[src/rtl/imu_fp_pkg.sv]
`timescale 1ns / 1ps
`default_nettype none

package imu_fp_pkg;

    localparam int unsigned GOOD_SHORT_FRAME = 5;
    localparam int unsigned GOOD_FRAME_EXTRA = 8;

    localparam logic [7:0] START_FLAG_RESET   = 8'd252;
    localparam logic [7:0] END_FLAG_RESET     = 8'd253;
    localparam logic [7:0] CONNECT_FLAG_RESET = 8'd254;

    typedef enum logic [1:0] {
        CFG_START_FLAG   = 2'd0,
        CFG_END_FLAG     = 2'd1,
        CFG_CONNECT_FLAG = 2'd2,
        CFG_UNUSED       = 2'd3
    } t_cfg_index;

    typedef enum logic [1:0] {
        ST_BUSY    = 2'd0,
        ST_PAYLOAD = 2'd1,
        ST_DONE    = 2'd2,
        ST_ERROR   = 2'd3
    } t_status;

    typedef enum logic [8:0] {
        PH_START  = 9'b0_0000_0001,
        PH_CMD    = 9'b0_0000_0010,
        PH_LEN    = 9'b0_0000_0100,
        PH_SERIAL = 9'b0_0000_1000,
        PH_HCHK   = 9'b0_0001_0000,
        PH_PCHK_H = 9'b0_0010_0000,
        PH_PCHK_L = 9'b0_0100_0000,
        PH_DATA   = 9'b0_1000_0000,
        PH_END    = 9'b1_0000_0000
    } t_phase;

    typedef struct packed {
        logic [7:0] start_flag;
        logic [7:0] end_flag;
        logic [7:0] connect_flag;
    } t_cfg;

    typedef struct packed {
        t_status     status;
        logic [7:0]  payload_byte;
        logic [7:0]  payload_index;
        logic [7:0]  frame_type;
        logic [7:0]  serial_number;
        logic [7:0]  payload_length;
        logic [7:0]  header_check;
        logic [15:0] payload_check;
        logic [31:0] lost_frames;
        logic [31:0] good_bytes;
        logic [31:0] total_bytes;
    } t_result;

endpackage

`default_nettype wire

[src/rtl/imu_fp_cfg.sv]
`timescale 1ns / 1ps
`default_nettype none

module imu_fp_cfg (
    input  wire logic              i_clk,
    input  wire logic              i_rst_n,
    input  wire logic              i_cfg_we,
    input  wire logic [1:0]        i_cfg_index,
    input  wire logic [7:0]        i_cfg_data,
    output imu_fp_pkg::t_cfg       o_cfg
);
    import imu_fp_pkg::*;

    t_cfg r_cfg;

    always_ff @(posedge i_clk) begin
        if (!i_rst_n) begin
            r_cfg.start_flag   <= START_FLAG_RESET;
            r_cfg.end_flag     <= END_FLAG_RESET;
            r_cfg.connect_flag <= CONNECT_FLAG_RESET;
        end else if (i_cfg_we) begin
            unique case (t_cfg_index'(i_cfg_index))
                CFG_START_FLAG:   r_cfg.start_flag   <= i_cfg_data;
                CFG_END_FLAG:     r_cfg.end_flag     <= i_cfg_data;
                CFG_CONNECT_FLAG: r_cfg.connect_flag <= i_cfg_data;
                CFG_UNUSED: begin
                end
            endcase
        end
    end

    assign o_cfg = r_cfg;

endmodule

`default_nettype wire

[src/rtl/imu_fp_core.sv]
`timescale 1ns / 1ps
`default_nettype none

module imu_fp_core (
    input  wire logic              i_clk,
    input  wire logic              i_rst_n,
    input  wire logic              i_accept,
    input  wire logic [7:0]        i_rx_byte,
    input  wire imu_fp_pkg::t_cfg  i_cfg,
    output imu_fp_pkg::t_result    o_result
);
    import imu_fp_pkg::*;

    t_phase      r_phase,        n_phase;
    logic [7:0]  r_remaining,    n_remaining;
    logic [7:0]  r_count,        n_count;
    logic [7:0]  r_type,         n_type;
    logic [7:0]  r_serial,       n_serial;
    logic [7:0]  r_length,       n_length;
    logic [7:0]  r_hchk,         n_hchk;
    logic [15:0] r_pchk,         n_pchk;
    logic [31:0] r_lost,         n_lost;
    logic [31:0] r_good,         n_good;
    logic [31:0] r_total,        n_total;

    t_status     status;
    logic [7:0]  pbyte;
    logic [7:0]  pidx;
    logic        err;

    always_comb begin
        n_phase     = r_phase;
        n_remaining = r_remaining;
        n_count     = r_count;
        n_type      = r_type;
        n_serial    = r_serial;
        n_length    = r_length;
        n_hchk      = r_hchk;
        n_pchk      = r_pchk;
        n_lost      = r_lost;
        n_good      = r_good;
        n_total     = r_total + 32'd1;
        status      = ST_BUSY;
        pbyte       = 8'd0;
        pidx        = 8'd0;
        err         = 1'b0;

        unique case (r_phase)
            PH_START: begin
                n_remaining = 8'd0;
                n_count     = 8'd0;
                n_type      = 8'd0;
                priority if (i_rx_byte == i_cfg.connect_flag) begin
                    n_phase = PH_START;
                end else if (i_rx_byte != i_cfg.start_flag) begin
                    err = 1'b1;
                end else begin
                    n_phase = PH_CMD;
                end
            end
            PH_CMD: begin
                n_type  = i_rx_byte;
                n_phase = PH_LEN;
            end
            PH_LEN: begin
                n_length    = i_rx_byte;
                n_remaining = i_rx_byte;
                n_phase     = PH_SERIAL;
            end
            PH_SERIAL: begin
                n_serial = i_rx_byte;
                n_phase  = PH_HCHK;
            end
            PH_HCHK: begin
                n_hchk = i_rx_byte;
                if (r_remaining == 8'd0) begin
                    n_phase = PH_START;
                    n_good  = r_good + 32'(GOOD_SHORT_FRAME);
                    status  = ST_DONE;
                end else begin
                    n_phase = PH_PCHK_H;
                end
            end
            PH_PCHK_H: begin
                n_pchk  = {8'd0, i_rx_byte};
                n_phase = PH_PCHK_L;
            end
            PH_PCHK_L: begin
                n_pchk  = {r_pchk[7:0], i_rx_byte};
                n_phase = PH_DATA;
            end
            PH_DATA: begin
                if (r_remaining == 8'd0) begin
                    err = 1'b1;
                end else begin
                    pbyte       = i_rx_byte;
                    pidx        = r_count;
                    n_count     = r_count + 8'd1;
                    n_remaining = r_remaining - 8'd1;
                    if (r_remaining == 8'd1) begin
                        n_phase = PH_END;
                    end
                    status = ST_PAYLOAD;
                end
            end
            PH_END: begin
                if (i_rx_byte != i_cfg.end_flag) begin
                    err = 1'b1;
                end else begin
                    n_phase = PH_START;
                    n_good  = r_good + {24'd0, r_count} + 32'(GOOD_FRAME_EXTRA);
                    status  = ST_DONE;
                end
            end
            default: begin
                err = 1'b1;
            end
        endcase

        if (err) begin
            n_lost  = r_lost + 32'd1;
            n_phase = PH_START;
            status  = ST_ERROR;
        end
    end

    always_ff @(posedge i_clk) begin
        if (!i_rst_n) begin
            r_phase     <= PH_START;
            r_remaining <= 8'd0;
            r_count     <= 8'd0;
            r_type      <= 8'd0;
            r_serial    <= 8'd0;
            r_length    <= 8'd0;
            r_hchk      <= 8'd0;
            r_pchk      <= 16'd0;
            r_lost      <= 32'd0;
            r_good      <= 32'd0;
            r_total     <= 32'd0;
        end else if (i_accept) begin
            r_phase     <= n_phase;
            r_remaining <= n_remaining;
            r_count     <= n_count;
            r_type      <= n_type;
            r_serial    <= n_serial;
            r_length    <= n_length;
            r_hchk      <= n_hchk;
            r_pchk      <= n_pchk;
            r_lost      <= n_lost;
            r_good      <= n_good;
            r_total     <= n_total;
        end
    end

    always_comb begin
        o_result.status         = status;
        o_result.payload_byte   = pbyte;
        o_result.payload_index  = pidx;
        o_result.frame_type     = n_type;
        o_result.serial_number  = n_serial;
        o_result.payload_length = n_length;
        o_result.header_check   = n_hchk;
        o_result.payload_check  = n_pchk;
        o_result.lost_frames    = n_lost;
        o_result.good_bytes     = n_good;
        o_result.total_bytes    = n_total;
    end

endmodule

`default_nettype wire

[src/rtl/imu_fp_outreg.sv]
`timescale 1ns / 1ps
`default_nettype none

module imu_fp_outreg (
    input  wire logic                 i_clk,
    input  wire logic                 i_rst_n,
    input  wire logic                 i_load,
    input  wire imu_fp_pkg::t_result  i_result,
    input  wire logic                 i_out_stall,
    output logic                      o_full,
    output imu_fp_pkg::t_result       o_result
);
    import imu_fp_pkg::*;

    logic    r_valid;
    t_result r_result;

    always_ff @(posedge i_clk) begin
        if (!i_rst_n) begin
            r_valid <= 1'b0;
        end else if (i_load) begin
            r_valid <= 1'b1;
        end else if (!i_out_stall) begin
            r_valid <= 1'b0;
        end
    end

    always_ff @(posedge i_clk) begin
        if (i_load) begin
            r_result <= i_result;
        end
    end

    assign o_full   = r_valid;
    assign o_result = r_result;

endmodule

`default_nettype wire

[src/rtl/imu_serial_frame_parser.sv]
`timescale 1ns / 1ps
`default_nettype none

// Channel   Valid           Stall           Payload
// input     i_in_valid      o_in_stall      i_rx_byte
// output    o_out_valid     i_out_stall     o_status .. o_total_bytes
// config    i_cfg_we        (none)          i_cfg_index, i_cfg_data
//
// One byte per cycle while the input is not stalled; each accepted request yields one result in the next cycle.
// The frame state and counters update in a single pass, the result lands in one output register.
// Input stalls only while the output register holds a result that is itself stalled.
// Synchronous active-low reset returns to the start phase with counters at zero.

module imu_serial_frame_parser (
    input  wire logic        i_clk,
    input  wire logic        i_rst_n,
    input  wire logic        i_in_valid,
    output logic             o_in_stall,
    input  wire logic [7:0]  i_rx_byte,
    input  wire logic        i_cfg_we,
    input  wire logic [1:0]  i_cfg_index,
    input  wire logic [7:0]  i_cfg_data,
    output logic             o_out_valid,
    input  wire logic        i_out_stall,
    output logic [1:0]       o_status,
    output logic [7:0]       o_payload_byte,
    output logic [7:0]       o_payload_index,
    output logic [7:0]       o_frame_type,
    output logic [7:0]       o_serial_number,
    output logic [7:0]       o_payload_length,
    output logic [7:0]       o_header_check,
    output logic [15:0]      o_payload_check,
    output logic [31:0]      o_lost_frames,
    output logic [31:0]      o_good_bytes,
    output logic [31:0]      o_total_bytes
);
    import imu_fp_pkg::*;

    t_cfg    cfg;
    t_result core_result;
    t_result out_result;
    logic    out_full;
    logic    accept;

    assign o_in_stall = out_full && i_out_stall;
    assign accept     = i_in_valid && !o_in_stall;

    imu_fp_cfg u_cfg (
        .i_clk       (i_clk),
        .i_rst_n     (i_rst_n),
        .i_cfg_we    (i_cfg_we),
        .i_cfg_index (i_cfg_index),
        .i_cfg_data  (i_cfg_data),
        .o_cfg       (cfg)
    );

    imu_fp_core u_core (
        .i_clk     (i_clk),
        .i_rst_n   (i_rst_n),
        .i_accept  (accept),
        .i_rx_byte (i_rx_byte),
        .i_cfg     (cfg),
        .o_result  (core_result)
    );

    imu_fp_outreg u_outreg (
        .i_clk       (i_clk),
        .i_rst_n     (i_rst_n),
        .i_load      (accept),
        .i_result    (core_result),
        .i_out_stall (i_out_stall),
        .o_full      (out_full),
        .o_result    (out_result)
    );

    assign o_out_valid      = out_full;
    assign o_status         = out_result.status;
    assign o_payload_byte   = out_result.payload_byte;
    assign o_payload_index  = out_result.payload_index;
    assign o_frame_type     = out_result.frame_type;
    assign o_serial_number  = out_result.serial_number;
    assign o_payload_length = out_result.payload_length;
    assign o_header_check   = out_result.header_check;
    assign o_payload_check  = out_result.payload_check;
    assign o_lost_frames    = out_result.lost_frames;
    assign o_good_bytes     = out_result.good_bytes;
    assign o_total_bytes    = out_result.total_bytes;

endmodule

`default_nettype wire

[config.mk]
export PLATFORM = sky130hd
export DESIGN_NAME = imu_serial_frame_parser
export DESIGN_NICKNAME = d
export VERILOG_FILES = /design/src/rtl/imu_fp_pkg.sv /design/src/rtl/imu_fp_cfg.sv /design/src/rtl/imu_fp_core.sv /design/src/rtl/imu_fp_outreg.sv /design/src/rtl/imu_serial_frame_parser.sv
export SDC_FILE = /design/constraint.sdc
export NUM_CORES = 1
export LEC_CHECK = 0
export ABC_AREA = 1
export BUFFER_PORTS_ARGS = -buffer_cell sky130_fd_sc_hd__buf_2
export CAP_MARGIN = 40
export CORE_ASPECT_RATIO = 0.8
export CORE_MARGIN = 2
export CORE_UTILIZATION = 55
export DETAILED_ROUTE_END_ITERATION = 7
export GPL_TIMING_DRIVEN = 0
export PLACE_DENSITY = 0.75
export SYNTH_ARGS = -nofsm -noshare
export SYNTH_HDL_FRONTEND = slang
export SYNTH_SLANG_ARGS = --single-unit
[constraint.sdc]
create_clock -name i_clk -period 13.8 [get_ports i_clk]
set_input_delay 1.38 -clock i_clk [delete_from_list [all_inputs] [get_ports i_clk]]
set_output_delay 1.38 -clock i_clk [all_outputs]
set_load 0.02 [all_outputs]
Yosys cells after proc, flatten, opt, wreduce, memory -nomap -nowiden:

Index checks and enable logic that the tools add are counted.

* logic and storage cells: 103
* register bits: 356
* output and inout bits: 164
* bits of input ports: 23

* eq/ne operators: 21
* reduce and logical (&&, ||, !) cells: 16
* add/sub/neg operators: 7
* bitwise operators: 1
* mux-type cells: 32

Operators by type and width (number)
* $mux W32: 3
* $pmux W9 S9: 1
* $add A32 B1 Y32 const B: 2
* $pmux W32 S2: 1
* $mux W9: 6
* $mux W8: 5
* $add A32 B3 Y32 const B: 1
* $add A32 B4 Y32 const B: 1
* $add A32 B8 Y32: 1
* $pmux W16 S2: 1
* $pmux W8 S2: 2
* $pmux W8 S3: 1
* $ne A8 B8 Y1: 2
* $reduce_bool A10 Y1: 1
* $eq A9 B1 Y1 const B: 1
* $eq A9 B2 Y1 const B: 1
* $eq A9 B3 Y1 const B: 1
* $eq A9 B4 Y1 const B: 1
* $eq A9 B5 Y1 const B: 1
* $eq A9 B6 Y1 const B: 1
* $eq A9 B7 Y1 const B: 1
* $eq A9 B8 Y1 const B: 1
* $eq A9 B9 Y1 const B: 1
* $add A8 B1 Y8 const B: 1
* 27 further kinds: 39

Longest topological paths before layout:

* depth in word-level cells: 6
* gate-level depth with buffers: 17

Modules after synthesis:

From an unflattened synthesis, not the netlist that was laid out.

* cells, all modules: 2378
* area, all modules: 18352.6 um2

By module, submodules not included
* imu_fp_core: times used 1, area an instance 12445.7 um2, cells an instance 2089, sequential area each 3383.2 um2
* imu_fp_outreg: times used 1, area an instance 4904.7 um2, cells an instance 167, sequential area each 4884.7 um2
* imu_fp_cfg: times used 1, area an instance 982.2 um2, cells an instance 118, sequential area each 480.5 um2
* imu_serial_frame_parser: times used 1, area an instance 20.0 um2, cells an instance 4, sequential area each 0.0 um2

Worst setup path before layout:

No wires, ideal clock.

* path type: input to register
* start point: input i_out_stall
* end point: register u_core.r_total[0]
* data required time: 13.452 ns
* arrival: 6.765 ns
* stages: 6
* slack: 6.688 ns
* setup time: 0.348 ns
* cell sequence: nand2_1 -> inv_1 -> nor2_1 -> buf_2 -> buf_1 -> a21oi_1

* cells in the longest elaborated chain, start to end: 3

RTL lines
* start: declaration: RTL line imu_serial_frame_parser.sv:24 `input wire logic i_out_stall,`
* $logic_and A1 B1 Y1: RTL line imu_serial_frame_parser.sv:45 `assign o_in_stall = out_full && i_out_stall;`
* net o_in_stall: RTL line imu_serial_frame_parser.sv:18 `output logic o_in_stall,`
* $logic_not A1 Y1: RTL line imu_serial_frame_parser.sv:46 `assign accept = i_in_valid && !o_in_stall;`
* $logic_and A1 B1 Y1: RTL line imu_serial_frame_parser.sv:46
* net accept: RTL line imu_serial_frame_parser.sv:43 `logic accept;`
* end signal: assignment: RTL line imu_fp_core.sv:151 `r_total <= n_total;`
* end: declaration: RTL line imu_fp_core.sv:24 `logic [31:0] r_total, n_total;`

The timed path passes the listed nets, and every way through them passes these cells.
A chain may end at the register's enable or synchronous reset.

Worst setup path after layout:

* start point: input i_out_stall
* end point: register u_core.r_total[2]

* cells in the longest elaborated chain, start to end: 3

RTL lines (RTL line)
* $logic_and A1 B1 Y1: imu_serial_frame_parser.sv:45
* $logic_not A1 Y1: imu_serial_frame_parser.sv:46
* $logic_and A1 B1 Y1: imu_serial_frame_parser.sv:46

Every way passes these cells.

==> results.toml <==
[worst_setup_path]
cp_max_fo = 10
worst_setup_path_end_kind = "register"
cp.required_ps = 14170
worstSetupPathType = "input port to register"
cp_cell_sequence = "buf_2 -> nand2_1 -> inv_1 -> nor2_1 -> inv_1 -> buf_2 -> clkbuf_1 -> clkbuf_1 -> a211oi_1"
cp-start-kind = "input port"
arrival_ps = 3800
r2r_setup_slack_ps = 10810
cpMaxStageDelayCell = "clkbuf_1"
critical-path-max-stage-delay_ps = 720

[routing]
first_pass_iters = 7
wl_um = 56600
first_iter_violations = 1889
vias = 17402
route.detailed.drc = 0
postRouteAntennaNets = 0
vias_per_cell = 5.61
wl_per_cell_um = 18.3

[placement]
dp_cells = 3032
place_congestion = 0.959
dp_hpwl_um = 42200
place.port_buffers = 177

[floorplan]
die_area_um2 = 35200
die_w_um = 209
coreArea_um2 = 33400
initial_core_util = 0.556
fp-row-count = 60
ios = 187
fp.dieH_um = 168

[synth]
synth-edff-count = 162
ys_types = 53
avgSynthCellArea_um2 = 7.68
async_reset_ff_frac = 0
yosys_warnings = 0
dominantRegCellSynth = "dfxtp_1"
synth-seq-area-share = 0.471
syn-num-nets = 2463
synthCells = 2416
syn-cell-area_um2 = 18600
ys_ff_latch = 356

[cts]
htreeDepth = 2
cts_sinks = 356
cts-root-buf = "clkbuf_16"
clockBufferDepth = 3
numCtsBuffers = 37
ctsResizeCount = 0
ctsHoldBuffers = 0
cts.clk_slew.worst_paths_ps = 60
cts_setup_buffers = 0
clk_latency_ps = 550
tritoncts = "built"

[power_and_ir_drop]
power_density_nw_per_um2 = 125
switching_share = 0.294
p_switching_mw = 0.779
p_int_mw = 1.87
ir_worst_vdd_v = 0.0000923
p_seq_frac = 0.470
clockPowerShare = 0.367
p_leak_nw = 10.0
power_frac_comb = 0.163

[sta]
fmax_mhz = 291
slew_viol_final = 0
finalHoldViolCount = 0
skew_ps = 24.9
setup_tns_ps = 0
whs_ps = 472
rsz0062_at_grt = "false"
report.final.setup_viol = 0
finalCritPeriodShare = 0.249
period_needed_ps = 3430
tightestPinTransition_ps = 924
max_slew_margin = 0.379

[grt]
grt_pass1_vias = 15989
antenna_found_initial = 0
grt_pass1_wl_um = 87800
grt_max_degree = 42
track_usage = 0.318
grt.overflow.total = 0

[layout]
nNetsFinal = 2684
stdcell_count = 3100
nFillCells = 2911
drive_gt1_frac = 0.120
area.growth.synth_to_final_pct = 14.4
n_antenna_cell = 0

[run_status]
outcome = "finished, final reports clean"

[hold_path]
min_path_type = "register to register"

[job]
max-cap-violations = 0
[synthesized netlist by cell type, types with 4 or more instances]
| cell | instances | share of area |
|---|---|---|
| clkbuf_1 | 43 | 0.0087 |
| dfxtp_1 | 194 | 0.21 |
| nor2_2 | 5 | 0.0017 |
| buf_4 | 5 | 0.0020 |
| edfxtp_1 | 162 | 0.26 |
| a31oi_1 | 5 | 0.0017 |
| nand4_1 | 82 | 0.028 |
| o211ai_1 | 13 | 0.0053 |
| inv_2 | 8 | 0.0016 |
| nor2_1 | 214 | 0.043 |
| buf_2 | 26 | 0.0070 |
| o22ai_1 | 20 | 0.0067 |
| nand3_1 | 183 | 0.049 |
| nand2_2 | 9 | 0.0030 |
| o21ai_0 | 169 | 0.046 |
| nor3_1 | 43 | 0.012 |
| xor2_1 | 60 | 0.028 |
| buf_1 | 15 | 0.0030 |
| o21bai_1 | 5 | 0.0020 |
| inv_1 | 376 | 0.076 |
| nand3_2 | 4 | 0.0022 |
| ha_1 | 23 | 0.016 |
| nor2_4 | 6 | 0.0036 |
| a21oi_1 | 128 | 0.035 |
| xnor2_1 | 20 | 0.0094 |
| o21ai_1 | 12 | 0.0032 |
| nand2_1 | 534 | 0.11 |
| nor4_1 | 6 | 0.0020 |
| buf_6 | 5 | 0.0030 |
| a211oi_1 | 7 | 0.0028 |
[logic make-up after synthesis]
| family | share of synthesized area |
|---|---|
| fa+ha+maj | 0.0166 |
| buf+inv | 0.102 |
| xor+xnor | 0.0377 |
| flops | 0.471 |
| simple gates | 0.266 |
| compound gates | 0.106 |
[layout make-up]
cell class	count	area (µm²)	share of cell area
Timing Repair Buffer	182	981	0.0462
Clock inverter	17	153	0.00719
Tap cell	434	543	0.0256
Clock buffer	51	998	0.0470
Inverter	385	1450	0.0680
Multi-Input combinational cell	1578	7910	0.373
Sequential cell	356	8750	0.412
Buffer	97	458	0.0216
[registers in the layout (all words and copies together) (netlist names)]
register / count
u_core.r_type: 8
u_core.r_good: 32
u_core.r_pchk: 16
u_core.r_remaining: 8
u_core.r_serial: 8
u_outreg.o_full: 1
u_core.r_hchk: 8
u_cfg.o_cfg: 24
u_core.r_count: 8
u_outreg.o_result: 162
u_core.r_phase: 9
u_core.r_total: 32
u_core.r_length: 8
u_core.r_lost: 32
[layout by cell type, fill, tap and decap left out, types with 4 or more instances in the layout]
| cell type | netlist | layout |
|---|---|---|
| buf_6 | 5 | 5 |
| nor2_4 | 6 | 6 |
| nor2_1 | 214 | 214 |
| xnor2_1 | 20 | 20 |
| o21bai_1 | 5 | 5 |
| nand3_2 | 4 | 4 |
| clkbuf_1 | 43 | 55 |
| a31oi_1 | 5 | 5 |
| clkinv_1 | 1 | 7 |
| nor2_2 | 5 | 5 |
| a21oi_1 | 128 | 128 |
| nand2_1 | 534 | 534 |
| o21ai_0 | 169 | 169 |
| nor3_1 | 43 | 43 |
| dfxtp_1 | 194 | 194 |
| edfxtp_1 | 162 | 162 |
| nand4_1 | 82 | 82 |
| nand3_1 | 183 | 183 |
| clkinv_2 | 0 | 5 |
| buf_4 | 5 | 5 |
| buf_12 | 0 | 4 |
| o22ai_1 | 20 | 20 |
| nor4_1 | 6 | 6 |
| clkbuf_16 | 0 | 37 |
| ha_1 | 23 | 23 |
| xor2_1 | 60 | 60 |
| inv_1 | 376 | 376 |
| o211ai_1 | 13 | 13 |
| o21ai_1 | 12 | 12 |
| a211oi_1 | 7 | 7 |
| nand2_2 | 9 | 9 |
| buf_2 | 26 | 204 |
| buf_1 | 15 | 14 |
| inv_2 | 8 | 8 |
[routing by layer]
| layer | GRT usage | up-vias | share of wire |
|---|---|---|---|
| li1 | - | 8331 | - |
| met1 | 0.473 | 8222 | 0.45 |
| met3 | 0.0478 | 95 | 0.091 |
| met4 | 0.0804 | 0 | 0.023 |
| met5 | 0 | - | 0 |
| met2 | 0.484 | 754 | 0.43 |
[stage by stage]
stage               cell area (µm²)   util  setup slack [ps]  total power [mW]
global placement              20000  0.598              4260              1.68
global route                  21200  0.636             10230              2.75
detailed placement            20100  0.601              9890              1.69
CTS                           21200  0.636             10440              2.65
floorplan                     18600      -              6690              1.55
finish                        21200  0.636             10370              2.65
[power by group through the flow]
| stage | clock (mW) | combinational, mW | sequential [mW] |
|---|---|---|---|
| global route | 1.02 | 0.473 | 1.25 |
| global placement | 0 | 0.408 | 1.27 |
| finish | 0.973 | 0.431 | 1.24 |
| CTS | 0.979 | 0.426 | 1.24 |
| floorplan | 0 | 0.239 | 1.31 |
| detailed placement | 0 | 0.423 | 1.27 |
[path summary, 6_finish.rpt]
| kind | endpoint | startpoint | cells past startpoint |
|---|---|---|---|
| hold reg to reg | u_outreg.o_full$_SDFFE_PN0P_ | u_outreg.o_full$_SDFFE_PN0P_ | 2 |
| hold / removal | u_outreg.o_full$_SDFFE_PN0P_ | u_outreg.o_full$_SDFFE_PN0P_ | 2 |
| setup reg to reg | u_core.r_good[23]$_SDFFE_PN0P_ | u_core.r_good[1]$_SDFFE_PN0P_ | 17 |
| setup / recovery | u_core.r_total[2]$_SDFFE_PN0P_ | i_out_stall | 9 |
[worst max-delay path, delay by kind of cell]
family / cells / cell delay, ps
and+or+nand+nor: 2 / 130
buffers and inverters: 6 / 2090
AOI/OAI and AO/OA: 1 / 170
Power figures use the tool's default switching activity.
